--- src/hw/rtl/zrle_pkg.sv ---
// Shared types and constants for the zero run-length encoder.
`timescale 1ns / 1ps
`default_nettype none

package zrle_pkg;

  // Sizes the run counter; zero runs saturate at one less than this value.
  localparam int MAX_ITEMS_DEF = 4096;

  // Entries in the command queue between the front and back parts.
  localparam int QUEUE_DEPTH = 2;

  // Byte values that the encoding uses.
  localparam logic [7:0] BYTE_ZERO    = 8'd0;
  localparam logic [7:0] BYTE_RUN_MAX = 8'd255;
  localparam logic [7:0] BYTE_FIX_HI  = 8'd200;
  localparam logic [7:0] BYTE_FIX_LO  = 8'd55;

  typedef struct packed {
    logic [7:0] data_byte;
    logic       last_item;
  } in_item_t;

  typedef struct packed {
    logic [7:0] out_byte;
    logic       last_of_run;
    logic       end_of_stream;
  } out_item_t;

endpackage : zrle_pkg

`default_nettype wire

--- src/hw/rtl/zrle_fifo.sv ---
// Small command queue that decouples the front and back parts.
`timescale 1ns / 1ps
`default_nettype none

module zrle_fifo #(
  parameter int DEPTH = 2,
  parameter int WIDTH = 8
) (
  input  logic             clk,
  input  logic             rst_n,
  input  logic             push,
  input  logic [WIDTH-1:0] push_data,
  input  logic             pop,
  output logic [WIDTH-1:0] pop_data,
  output logic             full,
  output logic             empty
);

  localparam int PTR_W = (DEPTH > 1) ? $clog2(DEPTH) : 1;
  localparam int CNT_W = $clog2(DEPTH + 1);

  logic [WIDTH-1:0] slot_r [DEPTH];
  logic [PTR_W-1:0] wr_ptr_r, wr_ptr_nxt;
  logic [PTR_W-1:0] rd_ptr_r, rd_ptr_nxt;
  logic [CNT_W-1:0] fill_r, fill_nxt;
  logic             do_push;
  logic             do_pop;

  assign full     = (fill_r == CNT_W'(DEPTH));
  assign empty    = (fill_r == '0);
  assign do_push  = push && !full;
  assign do_pop   = pop && !empty;
  assign pop_data = slot_r[rd_ptr_r];

  always_comb begin
    wr_ptr_nxt = wr_ptr_r;
    rd_ptr_nxt = rd_ptr_r;
    fill_nxt   = fill_r;
    if (do_push) begin
      wr_ptr_nxt = (wr_ptr_r == PTR_W'(DEPTH - 1)) ? '0 : wr_ptr_r + 1'b1;
    end
    if (do_pop) begin
      rd_ptr_nxt = (rd_ptr_r == PTR_W'(DEPTH - 1)) ? '0 : rd_ptr_r + 1'b1;
    end
    if (do_push && !do_pop) begin
      fill_nxt = fill_r + 1'b1;
    end else if (do_pop && !do_push) begin
      fill_nxt = fill_r - 1'b1;
    end
  end

  always_ff @(posedge clk) begin
    if (!rst_n) begin
      wr_ptr_r <= '0;
      rd_ptr_r <= '0;
      fill_r   <= '0;
    end else begin
      wr_ptr_r <= wr_ptr_nxt;
      rd_ptr_r <= rd_ptr_nxt;
      fill_r   <= fill_nxt;
    end
  end

  always_ff @(posedge clk) begin
    if (do_push) begin
      slot_r[wr_ptr_r] <= push_data;
    end
  end

endmodule : zrle_fifo

`default_nettype wire

--- src/hw/rtl/zrle_front.sv ---
// Front part: accepts items, counts zero runs and issues commands.
`timescale 1ns / 1ps
`default_nettype none

module zrle_front
  import zrle_pkg::*;
#(
  parameter int MAX_ITEMS = MAX_ITEMS_DEF,
  parameter int CNT_W     = $clog2(MAX_ITEMS)
) (
  input  logic             clk,
  input  logic             rst_n,
  input  logic             in_valid,
  output logic             in_stall,
  input  in_item_t         in_item,
  input  logic             q_full,
  output logic             q_push,
  output logic [7:0]       cmd_data,
  output logic             cmd_last,
  output logic [CNT_W-1:0] cmd_run
);

  logic [CNT_W-1:0] run_r, run_nxt;
  logic             accept;
  logic             is_zero;

  assign in_stall = q_full;
  assign accept   = in_valid && !q_full;
  assign is_zero  = (in_item.data_byte == BYTE_ZERO);

  // A zero byte that does not close the stream only bumps the counter.
  assign q_push   = accept && (!is_zero || in_item.last_item);
  assign cmd_data = in_item.data_byte;
  assign cmd_last = in_item.last_item;
  assign cmd_run  = is_zero ? '0 : run_r;

  always_comb begin
    run_nxt = run_r;
    if (accept) begin
      if (in_item.last_item || !is_zero) begin
        run_nxt = '0;
      end else if (run_r < CNT_W'(MAX_ITEMS - 1)) begin
        run_nxt = run_r + 1'b1;
      end
    end
  end

  always_ff @(posedge clk) begin
    if (!rst_n) begin
      run_r <= '0;
    end else begin
      run_r <= run_nxt;
    end
  end

endmodule : zrle_front

`default_nettype wire

--- src/hw/rtl/zrle_back.sv ---
// Back part: expands one command into its encoded bytes.
`timescale 1ns / 1ps
`default_nettype none

module zrle_back
  import zrle_pkg::*;
#(
  parameter int CNT_W = $clog2(MAX_ITEMS_DEF)
) (
  input  logic             clk,
  input  logic             rst_n,
  input  logic             q_empty,
  output logic             q_pop,
  input  logic [7:0]       cmd_data,
  input  logic             cmd_last,
  input  logic [CNT_W-1:0] cmd_run,
  output logic             out_valid,
  input  logic             out_stall,
  output out_item_t        out_item
);

  // The remainder is compared against 255, so it is never narrower than 9 bits.
  localparam int REM_W = (CNT_W > 9) ? CNT_W : 9;

  localparam logic [2:0] PH_MARK  = 3'd0;
  localparam logic [2:0] PH_RUN   = 3'd1;
  localparam logic [2:0] PH_FIX0  = 3'd2;
  localparam logic [2:0] PH_FIX55 = 3'd3;
  localparam logic [2:0] PH_DATA  = 3'd4;
  localparam logic [2:0] PH_TERM0 = 3'd5;
  localparam logic [2:0] PH_TERM1 = 3'd6;

  logic             busy_r, busy_nxt;
  logic [2:0]       phase_r, phase_nxt;
  logic [REM_W-1:0] rem_r, rem_nxt;
  logic [7:0]       data_r, data_nxt;
  logic             last_r, last_nxt;
  logic             ovalid_r, ovalid_nxt;
  out_item_t        oitem_r, oitem_nxt;
  logic             can_emit;

  assign can_emit  = !ovalid_r || !out_stall;
  assign q_pop     = !busy_r && !q_empty;
  assign out_valid = ovalid_r;
  assign out_item  = oitem_r;

  always_comb begin
    busy_nxt   = busy_r;
    phase_nxt  = phase_r;
    rem_nxt    = rem_r;
    data_nxt   = data_r;
    last_nxt   = last_r;
    ovalid_nxt = ovalid_r && out_stall;
    oitem_nxt  = oitem_r;

    if (!busy_r) begin
      if (!q_empty) begin
        busy_nxt = 1'b1;
        rem_nxt  = REM_W'(cmd_run);
        data_nxt = cmd_data;
        last_nxt = cmd_last;
        if (cmd_run != '0) begin
          phase_nxt = PH_MARK;
        end else if (cmd_data != BYTE_ZERO) begin
          phase_nxt = PH_DATA;
        end else begin
          phase_nxt = PH_TERM0;
        end
      end
    end else if (can_emit) begin
      ovalid_nxt              = 1'b1;
      oitem_nxt.last_of_run   = 1'b0;
      oitem_nxt.end_of_stream = 1'b0;
      oitem_nxt.out_byte      = BYTE_ZERO;
      unique case (phase_r)
        PH_MARK: begin
          phase_nxt = PH_RUN;
        end
        PH_RUN: begin
          if (rem_r > REM_W'(255)) begin
            oitem_nxt.out_byte = BYTE_RUN_MAX;
            rem_nxt            = rem_r - REM_W'(255);
          end else if (rem_r == REM_W'(255)) begin
            // A remainder of exactly 255 goes out as 200, 0, 55.
            oitem_nxt.out_byte = BYTE_FIX_HI;
            phase_nxt          = PH_FIX0;
          end else begin
            oitem_nxt.out_byte = rem_r[7:0];
            phase_nxt          = PH_DATA;
          end
        end
        PH_FIX0: begin
          phase_nxt = PH_FIX55;
        end
        PH_FIX55: begin
          oitem_nxt.out_byte = BYTE_FIX_LO;
          phase_nxt          = PH_DATA;
        end
        PH_DATA: begin
          oitem_nxt.out_byte = data_r;
          if (last_r) begin
            phase_nxt = PH_TERM0;
          end else begin
            oitem_nxt.last_of_run = 1'b1;
            busy_nxt              = 1'b0;
          end
        end
        PH_TERM0: begin
          phase_nxt = PH_TERM1;
        end
        PH_TERM1: begin
          oitem_nxt.last_of_run   = 1'b1;
          oitem_nxt.end_of_stream = 1'b1;
          busy_nxt                = 1'b0;
        end
        default: begin
          busy_nxt   = 1'b0;
          ovalid_nxt = 1'b0;
        end
      endcase
    end
  end

  always_ff @(posedge clk) begin
    if (!rst_n) begin
      busy_r   <= 1'b0;
      phase_r  <= PH_MARK;
      ovalid_r <= 1'b0;
    end else begin
      busy_r   <= busy_nxt;
      phase_r  <= phase_nxt;
      ovalid_r <= ovalid_nxt;
    end
  end

  always_ff @(posedge clk) begin
    rem_r   <= rem_nxt;
    data_r  <= data_nxt;
    last_r  <= last_nxt;
    oitem_r <= oitem_nxt;
  end

endmodule : zrle_back

`default_nettype wire

--- src/hw/rtl/zero_run_length_encoder_core.sv ---
// Top level of the zero run-length encoder: front part, command queue, back part.
//
//   Channel | Direction | Handshake         | Payload
//   --------+-----------+-------------------+--------------------------------------
//   in_     | input     | in_valid/in_stall | in_item_t  {data_byte, last_item}
//   out_    | output    | out_valid/out_stall | out_item_t {out_byte, last_of_run,
//           |           |                   |             end_of_stream}
//
// A zero byte that does not end the stream is absorbed by the front part and produces
// no item. Any other item is queued as a command; the back part loads it and then
// produces its result items (up to 22) one after another, holding while the output
// stalls and taking no new command until the last is out, so it sets the throughput.
// The two-entry command queue lets the front keep counting zeros while the back works.
// Reset is synchronous and active low; it clears the run counter, the queue and the
// output register. A stall on the output holds the current result item in place and,
// once the queue fills, raises in_stall.
`timescale 1ns / 1ps
`default_nettype none

module zero_run_length_encoder_core
  import zrle_pkg::*;
#(
  parameter int MAX_ITEMS = MAX_ITEMS_DEF
) (
  input  logic      clk,
  input  logic      rst_n,
  input  logic      in_valid,
  output logic      in_stall,
  input  in_item_t  in_item,
  output logic      out_valid,
  input  logic      out_stall,
  output out_item_t out_item
);

  // The run counter saturates at MAX_ITEMS-1.
  localparam int CNT_W = $clog2(MAX_ITEMS);
  localparam int CMD_W = 8 + 1 + CNT_W;

  logic             q_push;
  logic             q_pop;
  logic             q_full;
  logic             q_empty;
  logic [7:0]       f_data;
  logic             f_last;
  logic [CNT_W-1:0] f_run;
  logic [7:0]       b_data;
  logic             b_last;
  logic [CNT_W-1:0] b_run;

  zrle_front #(
    .MAX_ITEMS (MAX_ITEMS),
    .CNT_W     (CNT_W)
  ) u_front (
    .clk      (clk),
    .rst_n    (rst_n),
    .in_valid (in_valid),
    .in_stall (in_stall),
    .in_item  (in_item),
    .q_full   (q_full),
    .q_push   (q_push),
    .cmd_data (f_data),
    .cmd_last (f_last),
    .cmd_run  (f_run)
  );

  // Commands carry the byte, the stream-end flag and the run length in front of it.
  zrle_fifo #(
    .DEPTH (QUEUE_DEPTH),
    .WIDTH (CMD_W)
  ) u_queue (
    .clk       (clk),
    .rst_n     (rst_n),
    .push      (q_push),
    .push_data ({f_data, f_last, f_run}),
    .pop       (q_pop),
    .pop_data  ({b_data, b_last, b_run}),
    .full      (q_full),
    .empty     (q_empty)
  );

  zrle_back #(
    .CNT_W (CNT_W)
  ) u_back (
    .clk       (clk),
    .rst_n     (rst_n),
    .q_empty   (q_empty),
    .q_pop     (q_pop),
    .cmd_data  (b_data),
    .cmd_last  (b_last),
    .cmd_run   (b_run),
    .out_valid (out_valid),
    .out_stall (out_stall),
    .out_item  (out_item)
  );

endmodule : zero_run_length_encoder_core

`default_nettype wire

--- config.mk ---
export PLATFORM = sky130hd
export DESIGN_NAME = zero_run_length_encoder_core
export DESIGN_NICKNAME = d
export VERILOG_FILES = /design/src/hw/rtl/zrle_pkg.sv /design/src/hw/rtl/zrle_fifo.sv /design/src/hw/rtl/zrle_front.sv /design/src/hw/rtl/zrle_back.sv /design/src/hw/rtl/zero_run_length_encoder_core.sv
export SDC_FILE = /design/constraint.sdc
export NUM_CORES = 1
export LEC_CHECK = 0
export ABC_AREA = 1
export BUFFER_PORTS_ARGS = -buffer_cell sky130_fd_sc_hd__buf_2
export CAP_MARGIN = 20
export CORE_MARGIN = 2
export CORE_UTILIZATION = 61
export CTS_CLUSTER_DIAMETER = 120
export CTS_CLUSTER_SIZE = 8
export DETAILED_ROUTE_END_ITERATION = 10
export MAX_ROUTING_LAYER = met4
export PLACE_DENSITY = 0.8
export SLEW_MARGIN = 20
export SYNTH_ARGS = -nofsm -noshare
export SYNTH_HDL_FRONTEND = slang
export SYNTH_HIERARCHICAL = 1
export SYNTH_SLANG_ARGS = --single-unit
--- constraint.sdc ---
create_clock -name clk -period 2.7 [get_ports clk]
set_input_delay 0 -clock clk [delete_from_list [all_inputs] [get_ports clk]]
set_output_delay 0 -clock clk [all_outputs]
set_load 0.05 [all_outputs]
==> out/qor.txt, run 1 <==
largest net degree at the start of global routing - 22
DR vias - 3409
commonest non-fill, non-tap cell in the layout - nand2_1
Final Routed Wirelength - 9.37 mm
period utilisation layout - 0.767
Seq/Total Area, Yosys - 0.560
Leakage - 2.08 nW
P&R area growth vs syn - 9.88%
post_cts resized - 0
WL per Instance - 14.8 µm
PortBufs - 24
fin crit period - 2070 ps
Slew Limit Fails - 0
Critical Path Sink Type - flip-flop
Worst Hold Class - in -> reg
Core Region - 7610 µm²
RSZ-0062 raised after global routing - no
Syn Nets - 509
io pins - 25
ys async rst share - 0
CP max FO - 12
Sink Count - 95
Layout Nets - 543
CP required - 2990 ps
vias in the first global route - 3213
Unique masters post-synth - 38
fmax - 483 MHz
initial antenna violation count - 0
fill count - 601
Max VDD drop - 0.000328 V
ys flop type - edfxtp_1
CTS Buf Count - 9
share of cells above drive strength 1 - 0.206
height of the die - 91.8 µm
Max Cap Viol - 0
FF+latch count, synth - 95
number of H-tree levels - 3
Die Footprint - 8420 µm²
most frequent cells in the layout - nand2_1 (112), edfxtp_1 (73), nor2_1 (66)
final setup vio count - 0
Remaining DRCs - 0
setup TNS - 0 ps
RD Place Congestion - 0.972
DIE WIDTH - 91.8 µm
num rows - 32
Syn Area/Cell - 9.57 µm²
Antenna Cells - 0
first-pass GRT wire length - 15.3 mm
initial DRC count - 234
drt via density - 5.39
Slew HR - 0.635
Cells after Synth - 491
yosys warns - 6
Core Util, Final - 0.679
Total GRT Usage - 0.241
Worst-Skew Late Latency - 360 ps
Setup CP Type - reg -> reg
DRT Pass-1 Iters - 6
Starting Density - 0.618
Critical Path AT - 2360 ps
Final Skew - 6.28 ps
nature of the critical path startpoint - flip-flop
worst slew pin tran - 546 ps
PD cells - 1020 nW/µm²
Root Buffer - clkbuf_8
total grt overflow - 0
CTS tree - yes
Clock Path Buffers - 2
Fin. Hold Viols - 0
Syn Std Cell Area - 4700 µm²
setup slack, reg-to-reg - 630 ps
HPWL after DPL - 6.76 mm
Clock transition at path regs - 90 ps
status - finished clean
Post-synth EDFFs - 73
Final ANT Viol Nets - 0
## synth_stat cells, drive strengths merged (6+ instances only)
master / number / share of area
nand2: 120 / 0.10
nor2: 79 / 0.071
edfxtp: 73 / 0.47
inv: 55 / 0.045
nand3: 37 / 0.046
dfxtp: 22 / 0.094
mux2: 21 / 0.050
buf: 17 / 0.028
o21ai: 16 / 0.018
a21oi: 15 / 0.018
xor2: 6 / 0.011
## metrics by stage
stage / power [W] / hold WS (ps) / setup WS, ps / cell area [µm²] / instances
2_1_floorplan: 0.00384 / 121 / 367 / 4700 / 491
3_3_place_gp: 0.00423 / 207 / 799 / 4870 / 606
3_5_place_dp: 0.00431 / 211 / 703 / 4870 / 606
4_1_cts: 0.00525 / 23.0 / 686 / 5160 / 632
5_1_grt: 0.00558 / 48.9 / 501 / 5160 / 632
6_report: 0.00525 / 29.6 / 628 / 5160 / 632
## final cells by class
cell class	instances	area, µm²	area share
sequential	95	2630	0.510
multi-input combinational	321	1710	0.332
timing repair buffer	42	280	0.0543
inverter	56	215	0.0417
tap	102	128	0.0247
clock buffer	9	124	0.0240
clock inverter	7	71.3	0.0138
## cells by family after synthesis
family / count (synthesis) / share of synthesized area
AO/OA/AOI/OAI: 40 / 0.0498
buffers and inverters: 75 / 0.0754
flip-flops: 95 / 0.560
adder cells (fa/ha/maj): 5 / 0.0133
multiplexers: 21 / 0.0503
XOR/XNOR: 7 / 0.0130
AND/OR/NAND/NOR: 248 / 0.238
## critical path, cell delays in order (launching register included)
cell and delay, ps:
dfxtp_1 630, buf_4 250, mux2_2 370, nor2_1 120, nand2_1 60, nor2_1 90
nand2_1 80, o21ai_0 200, nand2_1 90, a21oi_1 130
## timing repair
item	4_1_cts	5_1_grt
buffers inserted	0	0
hold endpoints to repair	19	0
hold buffers	10	0
## worst paths after layout
check,start,cells past startpoint,to
setup / recovery,flip-flop,9,u_back/phase_r[0]
hold / removal,rst_n,3,u_front/run_r[9]
setup reg to reg,flip-flop,9,u_back/phase_r[0]
hold reg to reg,u_queue/rd_ptr_r,2,u_queue/rd_ptr_r
## sequential cells by signal, summed over array words and instances, names as in the netlist, 2 cells and up, named ones only
register,flops
u_back/phase_r,3
u_front/run_r,12
u_queue/fill_r,2
u_back/data_r,8
u_back/rem_r,12
u_queue/slot_r,42
u_back/out_item,10
## where the power goes
| part | internal (W) | switching [W] |
|---|---|---|
| logic | 0.000633 | 0.00127 |
| clock network | 0.000432 | 0.000502 |
| registers | 0.00216 | 0.000262 |
## routing by layer
layer / wire length, µm / up-vias / part of all wire / track usage
met5: 0 / - / 0 / -
li1: - / 1687 / - / -
met1: 3890 / 1569 / 0.42 / 0.294
met3: 455 / 23 / 0.049 / 0.0288
met2: 4780 / 130 / 0.51 / 0.406
met4: 242 / 0 / 0.026 / 0.108
Note: power is estimated with default switching activity, not from simulation.
==> run 2, diff against run 1 <==
--- a/config.mk
+++ b/config.mk
@@ -5,7 +5,7 @@
 export SDC_FILE = /design/constraint.sdc
 export NUM_CORES = 1
 export LEC_CHECK = 0
-export ABC_AREA = 1
+export ABC_AREA = 0
 export BUFFER_PORTS_ARGS = -buffer_cell sky130_fd_sc_hd__buf_2
 export CAP_MARGIN = 20
 export CORE_MARGIN = 2
==> constraint.sdc (replaced) <==
create_clock -name clk -period 2.1 [get_ports clk]
set_input_delay 0 -clock clk [delete_from_list [all_inputs] [get_ports clk]]
set_output_delay 0 -clock clk [all_outputs]
set_load 0.05 [all_outputs]
==> run 2 against run 1 <==
  * Global-route usage down 1.0 points
  * Sequential share of layout area up 0.51 points
  * Via count down 8.0%
  * First-iteration DRC count down 1.3%
  * Critical path depth up 2
  * Critical endpoint is now u_queue/fill_r[1]
  * Area after synthesis down 4.0%
  * Count of clock-buffer cells in the layout up 2
  * Largest cell class unchanged
  * Worst setup slack worse by 550 ps
  * Clock skew up 3.3 ps
==> out/qor.txt, run 2 <==
Placed Area - 4810 µm² (was 4870 µm²)
Core Region - 7210 µm² (was 7610 µm²)
drt via density - 6.06 (was 5.39)
DRT Pass-1 Iters - 5 (was 6)
Final Routed Wirelength - 8.72 mm (was 9.37 mm)
PortBufs - 24 (unchanged)
fin crit period - 2020 ps
Unique masters post-synth - 60 (was 38)
PD cells - 1310 nW/µm² (was 1020 nW/µm²)
Starting Density - 0.625 (was 0.618)
most frequent cells in the layout - edfxtp_1 (73), nor2_1 (29), buf_2 (24) (was nand2_1 (112), edfxtp_1 (73), nor2_1 (66))
count leader, synth - edfxtp_1 (was nand2_1)
Critical Path AT - 2320 ps (was 2360 ps)
DIE WIDTH - 90 µm (was 91.8 µm)
FF+latch count, synth - 95 (unchanged)
Antenna Cells - 0 (unchanged)
yosys warns - 6 (unchanged)
crit path to - u_queue/fill_r[1] (was u_back/phase_r[0])
synth top area cells - edfxtp_1 (49%), dfxtp_1 (9.8%), mux2_2 (5.7%) (was edfxtp_1 (47%), dfxtp_1 (9.4%), nand2_1 (8.9%))
Final Skew - 9.60 ps (was 6.28 ps)
Die Footprint - 8100 µm² (was 8420 µm²)
initial DRC count - 231 (was 234)
Worst Hold Class - in -> reg (unchanged)
Setup CP Type - in -> reg (was reg -> reg)
first-pass GRT wire length - 14.4 mm (was 15.3 mm)
WL per Instance - 16.8 µm (was 14.8 µm)
fmax - 494 MHz
status - finished clean (unchanged)
fill count - 541 (was 601)
number of H-tree levels - 3 (unchanged)
Clock transition at path regs - 90 ps (about the same)
Largest register FFs - 42 (unchanged)
Post-synth EDFFs - 73 (unchanged)
post-CTS setup buffers - 0 (unchanged)
Max VDD drop - 0.000986 V (was 0.000328 V)
Largest regs - u_queue/slot_r: 42 flops, u_back/rem_r: 12 flops, u_front/run_r: 12 flops (unchanged)
Pwr Total - 0.00671 W (was 0.00525 W)
Crit. Startpoint - in_item[6]
P&R area growth vs syn - 13.3% (was 9.88%)
Critical Path Sink Type - flip-flop (unchanged)
Worst R2R Path Depth - 9 (unchanged)
height of the die - 90 µm (was 91.8 µm)
CP max FO - 3 (was 12)
cell area after layout - 5110 µm² (was 5160 µm²)
total grt overflow - 0 (unchanged)
share of cells above drive strength 1 - 0.248 (was 0.206)
Slew Limit Fails - 0 (unchanged)
largest net degree at the start of global routing - 27 (was 22)
RD Place Congestion - 0.857 (was 0.972)
Root Buffer - clkbuf_8 (unchanged)
Syn Area/Cell - 12.1 µm² (was 9.57 µm²)
Synth top area share - 0.486 (was 0.467)
num rows - 31 (was 32)
reg-to-reg critical path startpoint - u_queue/fill_r[0]
final setup vio count - 0 (unchanged)
HPWL after DPL - 6.04 mm (was 6.76 mm)
io pins - 25 (unchanged)
Post-synth top cells - edfxtp_1 (73), nor2_1 (30), mux2_2 (23) (was nand2_1 (112), edfxtp_1 (73), nor2_1 (66))
initial antenna violation count - 0 (unchanged)
setup TNS - 0 ps (unchanged)
Max Cap Viol - 0 (unchanged)
Sink Count - 95 (unchanged)
post-synth top area cell - edfxtp_1 (unchanged)
Fin. Hold Viols - 0 (unchanged)
DR vias - 3137 (was 3409)
setup slack, reg-to-reg - 150 ps (was 630 ps)
CP required - 2400 ps (was 2990 ps)
Clock Path Buffers - 2 (unchanged)
Slew HR - 0.645 (was 0.635)
Layout Nets - 432 (was 543)
hold slack - 85.6 ps (was 29.6 ps)
ys async rst share - 0 (unchanged)
CTS Buf Count - 9 (unchanged)
Syn Nets - 390 (was 509)
worst slew pin tran - 529 ps (was 546 ps)
period utilisation layout - 0.964
commonest non-fill, non-tap cell in the layout - edfxtp_1 (was nand2_1)
Syn Std Cell Area - 4510 µm² (was 4700 µm²)
Leakage - 1.80 nW (was 2.08 nW)
reg2reg end - u_queue/fill_r[1] (was u_back/phase_r[0])
Remaining DRCs - 0 (unchanged)
nature of the critical path startpoint - input pin (was flip-flop)
Total GRT Usage - 0.230 (was 0.241)
Final ANT Viol Nets - 0 (unchanged)
ys flop type - edfxtp_1 (unchanged)
Core Util, Final - 0.709 (was 0.679)
CTS tree - yes (unchanged)
Cells after Synth - 372 (was 491)
vias in the first global route - 2922 (was 3213)
Seq/Total Area, Yosys - 0.583 (was 0.560)
Worst-Skew Late Latency - 360 ps (about the same)
largest register by flop count - u_queue/slot_r (unchanged)
-- run 2: cell types whose count changed after synthesis, sizes merged, moves of 7 or more --
cell   previous run  this run
inv              55         8
nor4              0         8
nand2           120        18
xnor2             1         8
nand3            37        10
and2              0        16
nor2             79        31
-- run 2: worst min path at each step --
stage | from | slack (ps) | cells past startpoint | end
after floorplan | rst_n | 120 | 1 | u_queue/wr_ptr_r
after global placement | in_item[6] | 210 | 1 | u_queue/slot_r[0][18]
after detailed placement | in_item[2] | 220 | 1 | u_queue/slot_r[0][14]
after CTS | rst_n | 60 | 3 | u_front/run_r[7]
after global routing | rst_n | 90 | 3 | u_front/run_r[1]
final | rst_n | 90 | 3 | u_front/run_r[7]
-- run 2: what timing repair did --
action                                  CTS  global route
hold buffers                             10             0
endpoints found under the setup margin    0             1
hold endpoints to repair                 19             0
gates resized for setup                   0             1
-- run 2: layout make-up --
type / count / area, µm² / area share
clock buffer: 11 / 151 / 0.0296
multi-input combinational: 245 / 1740 / 0.341
tap: 99 / 124 / 0.0242
inverter: 8 / 30.0 / 0.00587
clock inverter: 5 / 40.0 / 0.00783
timing repair buffer: 55 / 390 / 0.0763
sequential: 95 / 2630 / 0.515
-- run 2: routing by layer --
| metal | track usage | wire [µm] | vias up | part of all wire |
|---|---|---|---|---|
| li1 | - | - | 1494 | - |
| met1 | 0.291 | 3690 | 1494 | 0.42 |
| met2 | 0.365 | 4320 | 129 | 0.50 |
| met3 | 0.0394 | 458 | 20 | 0.053 |
| met4 | 0.110 | 248 | 0 | 0.028 |
| met5 | - | 0 | - | 0 |
-- run 2: power by group --
part / switching [W] / leakage (nW) / internal (W)
logic: 0.00150 / 0.831 / 0.00101
registers: 0.000336 / 0.872 / 0.00271
clock network: 0.000642 / 0.100 / 0.000506
total: 0.00248 / 1.80 / 0.00423
-- run 2: kinds of logic (layout without fill, tap and decap cells) --
group	count (synthesis)	after routing	share of synthesized area
buffers and inverters	32	79	0.0372
DFF	95	95	0.583
and+or+nand+nor	132	132	0.169
adders and majority gates	5	5	0.0139
xor gates and xnor gates	13	13	0.0252
AOI/OAI and AO/OA	70	70	0.110
muxes	25	25	0.0618
-- run 2: metrics by stage --
step	cells	setup WS, ps
after floorplan	372	57.0
after global placement	492	257
after detailed placement	492	170
after CTS	518	148
after global routing	518	-8.74
final	518	76.0
-- run 2: critical path: stages --
cell and delay (ps):
dlygate4sd3_1 570, buf_2 160, nor4_4 300, nand2_2 120, nor2_2 110, nor2_1 70
inv_1 110, nor2_1 70, ha_1 330, or3_1 350, a21boi_1 130
==> run 3, diff against run 2 <==
--- a/config.mk
+++ b/config.mk
@@ -9,14 +9,13 @@
 export BUFFER_PORTS_ARGS = -buffer_cell sky130_fd_sc_hd__buf_2
 export CAP_MARGIN = 20
 export CORE_MARGIN = 2
-export CORE_UTILIZATION = 61
+export CORE_UTILIZATION = 60
 export CTS_CLUSTER_DIAMETER = 120
 export CTS_CLUSTER_SIZE = 8
 export DETAILED_ROUTE_END_ITERATION = 10
 export MAX_ROUTING_LAYER = met4
-export PLACE_DENSITY = 0.8
+export PLACE_DENSITY = 0.79
 export SLEW_MARGIN = 20
 export SYNTH_ARGS = -nofsm -noshare
 export SYNTH_HDL_FRONTEND = slang
-export SYNTH_HIERARCHICAL = 1
 export SYNTH_SLANG_ARGS = --single-unit
==> run 3 against run 2 <==
  * The flow now finishes with violations (setup timing)
  * Register-to-register slack got worse by 100 ps
  * Design area fell by 3.4%
  * Maximum frequency shrank 4.2%
  * Area after synthesis down 5.8%
  * Routed wire length about the same
  * Non-clock buffer count stayed put
  * Combinational power down 22%
  * Sequential cell count stayed put
==> out/qor.txt, run 3 <==
Die Footprint - 7770 µm² (was 8100 µm²)
period utilisation layout - 1.01 (was 0.964)
Setup CP Type - in -> reg (unchanged)
Critical Path Sink Type - flip-flop (unchanged)
CP required - 2350 ps (was 2400 ps)
setup slack, reg-to-reg - 50 ps (was 150 ps)
DRT Pass-1 Iters - 5 (unchanged)
Seq/Total Area, Yosys - 0.620 (was 0.583)
first-pass GRT wire length - 13.7 mm (was 14.4 mm)
failing checks - setup timing
Worst-Skew Late Latency - 360 ps (about the same)
P&R area growth vs syn - 16.3% (was 13.3%)
Leakage - 1.76 nW (was 1.80 nW)
most frequent cells in the layout - edfxtp_1 (73), nand2_1 (31), buf_2 (24) (was edfxtp_1 (73), nor2_1 (29), buf_2 (24))
Root Buffer - clkbuf_8 (unchanged)
Worst Setup Slack post-DPL - 125 ps (was 170 ps)
RSZ-0062 raised after global routing - yes
yosys warns - 0 (was 6)
Final Routed Wirelength - 8.73 mm (was 8.72 mm)
Final ANT Viol Nets - 0 (unchanged)
share of cells above drive strength 1 - 0.208 (was 0.248)
cell area after layout - 4940 µm² (was 5110 µm²)
Critical Path AT - 2360 ps (was 2320 ps)
Final Skew - 12.7 ps (was 9.60 ps)
CTS tree - yes (unchanged)
drt via density - 5.97 (was 6.06)
Core Region - 6830 µm² (was 7210 µm²)
synth top area cells - edfxtp_1 (52%), dfxtp_1 (10%), nand2_1 (2.7%) (was edfxtp_1 (49%), dfxtp_1 (9.8%), mux2_2 (5.7%))
fmax - 473 MHz (was 494 MHz)
initial antenna violation count - 0 (unchanged)
Synth top area share - 0.516 (was 0.486)
WL per Instance - 17.3 µm (was 16.8 µm)
largest register by flop count - u_queue.slot_r (was u_queue/slot_r)
fin crit period - 2110 ps (was 2020 ps)
Syn Std Cell Area - 4250 µm² (was 4510 µm²)
Max VDD drop - 0.000674 V (was 0.000986 V)
Slew HR - 0.564 (was 0.645)
height of the die - 88.2 µm (was 90 µm)
Register Area - 2630 µm² (about the same)
commonest non-fill, non-tap cell in the layout - edfxtp_1 (unchanged)
total grt overflow - 0 (unchanged)
DIE WIDTH - 88.2 µm (was 90 µm)
Core Util, Final - 0.723 (was 0.709)
Total GRT Usage - 0.242 (was 0.230)
Post-synth EDFFs - 73 (unchanged)
Starting Density - 0.622 (was 0.625)
HPWL after DPL - 5.88 mm (was 6.04 mm)
Syn Area/Cell - 12.1 µm² (about the same)
Max Cap Viol - 0 (unchanged)
Unique masters post-synth - 54 (was 60)
Largest regs - u_queue.slot_r: 42 flops, u_back.rem_r: 12 flops, u_front.run_r: 12 flops (was u_queue/slot_r: 42 flops, u_back/rem_r: 12 flops, u_front/run_r: 12 flops)
count leader, synth - edfxtp_1 (unchanged)
Post-synth top cells - edfxtp_1 (73), nand2_1 (31), o21ai_0 (23) (was edfxtp_1 (73), nor2_1 (30), mux2_2 (23))
io pins - 25 (unchanged)
fill count - 493 (was 541)
nature of the critical path startpoint - input pin (unchanged)
CP max FO - 11 (was 3)
ys async rst share - 0 (unchanged)
Slew Limit Fails - 0 (unchanged)
Clock transition at path regs - 90 ps (about the same)
area of the multi-input gates - 1530 µm² (was 1740 µm²)
final setup margin - -13.8 ps (was 76.0 ps)
largest net degree at the start of global routing - 27 (unchanged)
number of H-tree levels - 3 (unchanged)
PD cells - 1270 nW/µm² (was 1310 nW/µm²)
Placed Area - 4560 µm² (was 4810 µm²)
Layout Nets - 419 (was 432)
Remaining DRCs - 0 (unchanged)
worst slew pin tran - 653 ps (was 529 ps)
Clock Path Buffers - 2 (unchanged)
Antenna Cells - 0 (unchanged)
Cells after Synth - 350 (was 372)
num rows - 30 (was 31)
Syn Nets - 366 (was 390)
DR vias - 3010 (was 3137)
Fin. Hold Viols - 0 (unchanged)
RD Place Congestion - 0.905 (was 0.857)
post-synth top area cell - edfxtp_1 (unchanged)
final setup vio count - 1 (was 0)
initial DRC count - 188 (was 231)
status - finished with violations (was finished clean)
PortBufs - 24 (unchanged)
Sink Count - 95 (unchanged)
Pwr Total - 0.00626 W (was 0.00671 W)
vias in the first global route - 2943 (was 2922)
Largest register FFs - 42 (unchanged)
CTS Buf Count - 9 (unchanged)
FF+latch count, synth - 95 (unchanged)
Worst Hold Class - in -> reg (unchanged)
ys flop type - edfxtp_1 (unchanged)
-- run 3: cell types whose count changed in the layout (fill, tap and decap cells not counted), sizes merged, moves of 5 or more --
cell	delta
mux2	-14
nand2	+14
nor2	-14
o21ai	+10
or4	+9
mux2i	+8
nand4	-7
nor3	-6
nand2b	-5
-- run 3: path summary, 6_finish.rpt --
check | start | end | depth (start not counted)
setup / recovery | in_item[2] | u_front.run_r[3] | 8
hold / removal | in_valid | u_front.run_r[10] | 3
setup reg to reg | u_front.run_r[0] | u_front.run_r[6] | 6
hold reg to reg | u_queue.fill_r[1] | u_queue.fill_r[1] | 2
-- run 3: power breakdown --
group | switching, W | total, W | leakage [nW] | internal (W)
clock network | 0.000646 | 0.00133 | 0.111 | 0.000680
registers | 0.000336 | 0.00299 | 0.875 | 0.00266
logic | 0.00121 | 0.00195 | 0.773 | 0.000737
total | 0.00219 | 0.00626 | 1.76 | 0.00407
-- run 3: logic make-up after synthesis --
| logic type | synth area share |
|---|---|
| AND/OR/NAND/NOR | 0.155 |
| adder cells (fa/ha/maj) | 0.00883 |
| buffers and inverters | 0.0244 |
| flip-flops | 0.620 |
| XOR/XNOR | 0.0289 |
| AO/OA/AOI/OAI | 0.116 |
| multiplexers | 0.0474 |
-- run 3: layout make-up --
type	count	area share
flip-flops and latches	95	0.533
multi-input cells	230	0.310
repair buffers	55	0.0795
clock buffers	10	0.0258
well taps	96	0.0243
clock inverters	6	0.0185
inverters	12	0.00912
-- run 3: stage by stage --
stage	hold slack, ps	setup TNS [ps]	std cells
finish	125	-13.8	504
global route	144	-400	504
CTS	83.9	0	500
detailed placement	230	0	473
global placement	218	0	473
floorplan	98.9	0	350
-- run 3: timing repair --
| item | in CTS | in global routing |
|---|---|---|
| buffers inserted | 0 | 4 |
| setup endpoints to repair | 0 | 10 |
| hold buffers | 11 | 0 |
| endpoints found under the hold margin | 22 | 0 |
| resized for setup | 0 | 3 |
-- run 3: critical path: stages --
cell,delay [ps]
dlygate4sd3_1,540
buf_2,150
or4_4,510
or4_4,550
o21ai_4,290
buf_4,170
or4_1,100
nand2_1,40
-- run 3: routing by layer --
metal	global-route usage	wire length, µm	vias to the layer above
li1	-	-	1434
met1	0.283	3590	1441
met2	0.398	4410	111
met3	0.0481	490	24
met4	0.123	231	0
met5	-	0	-
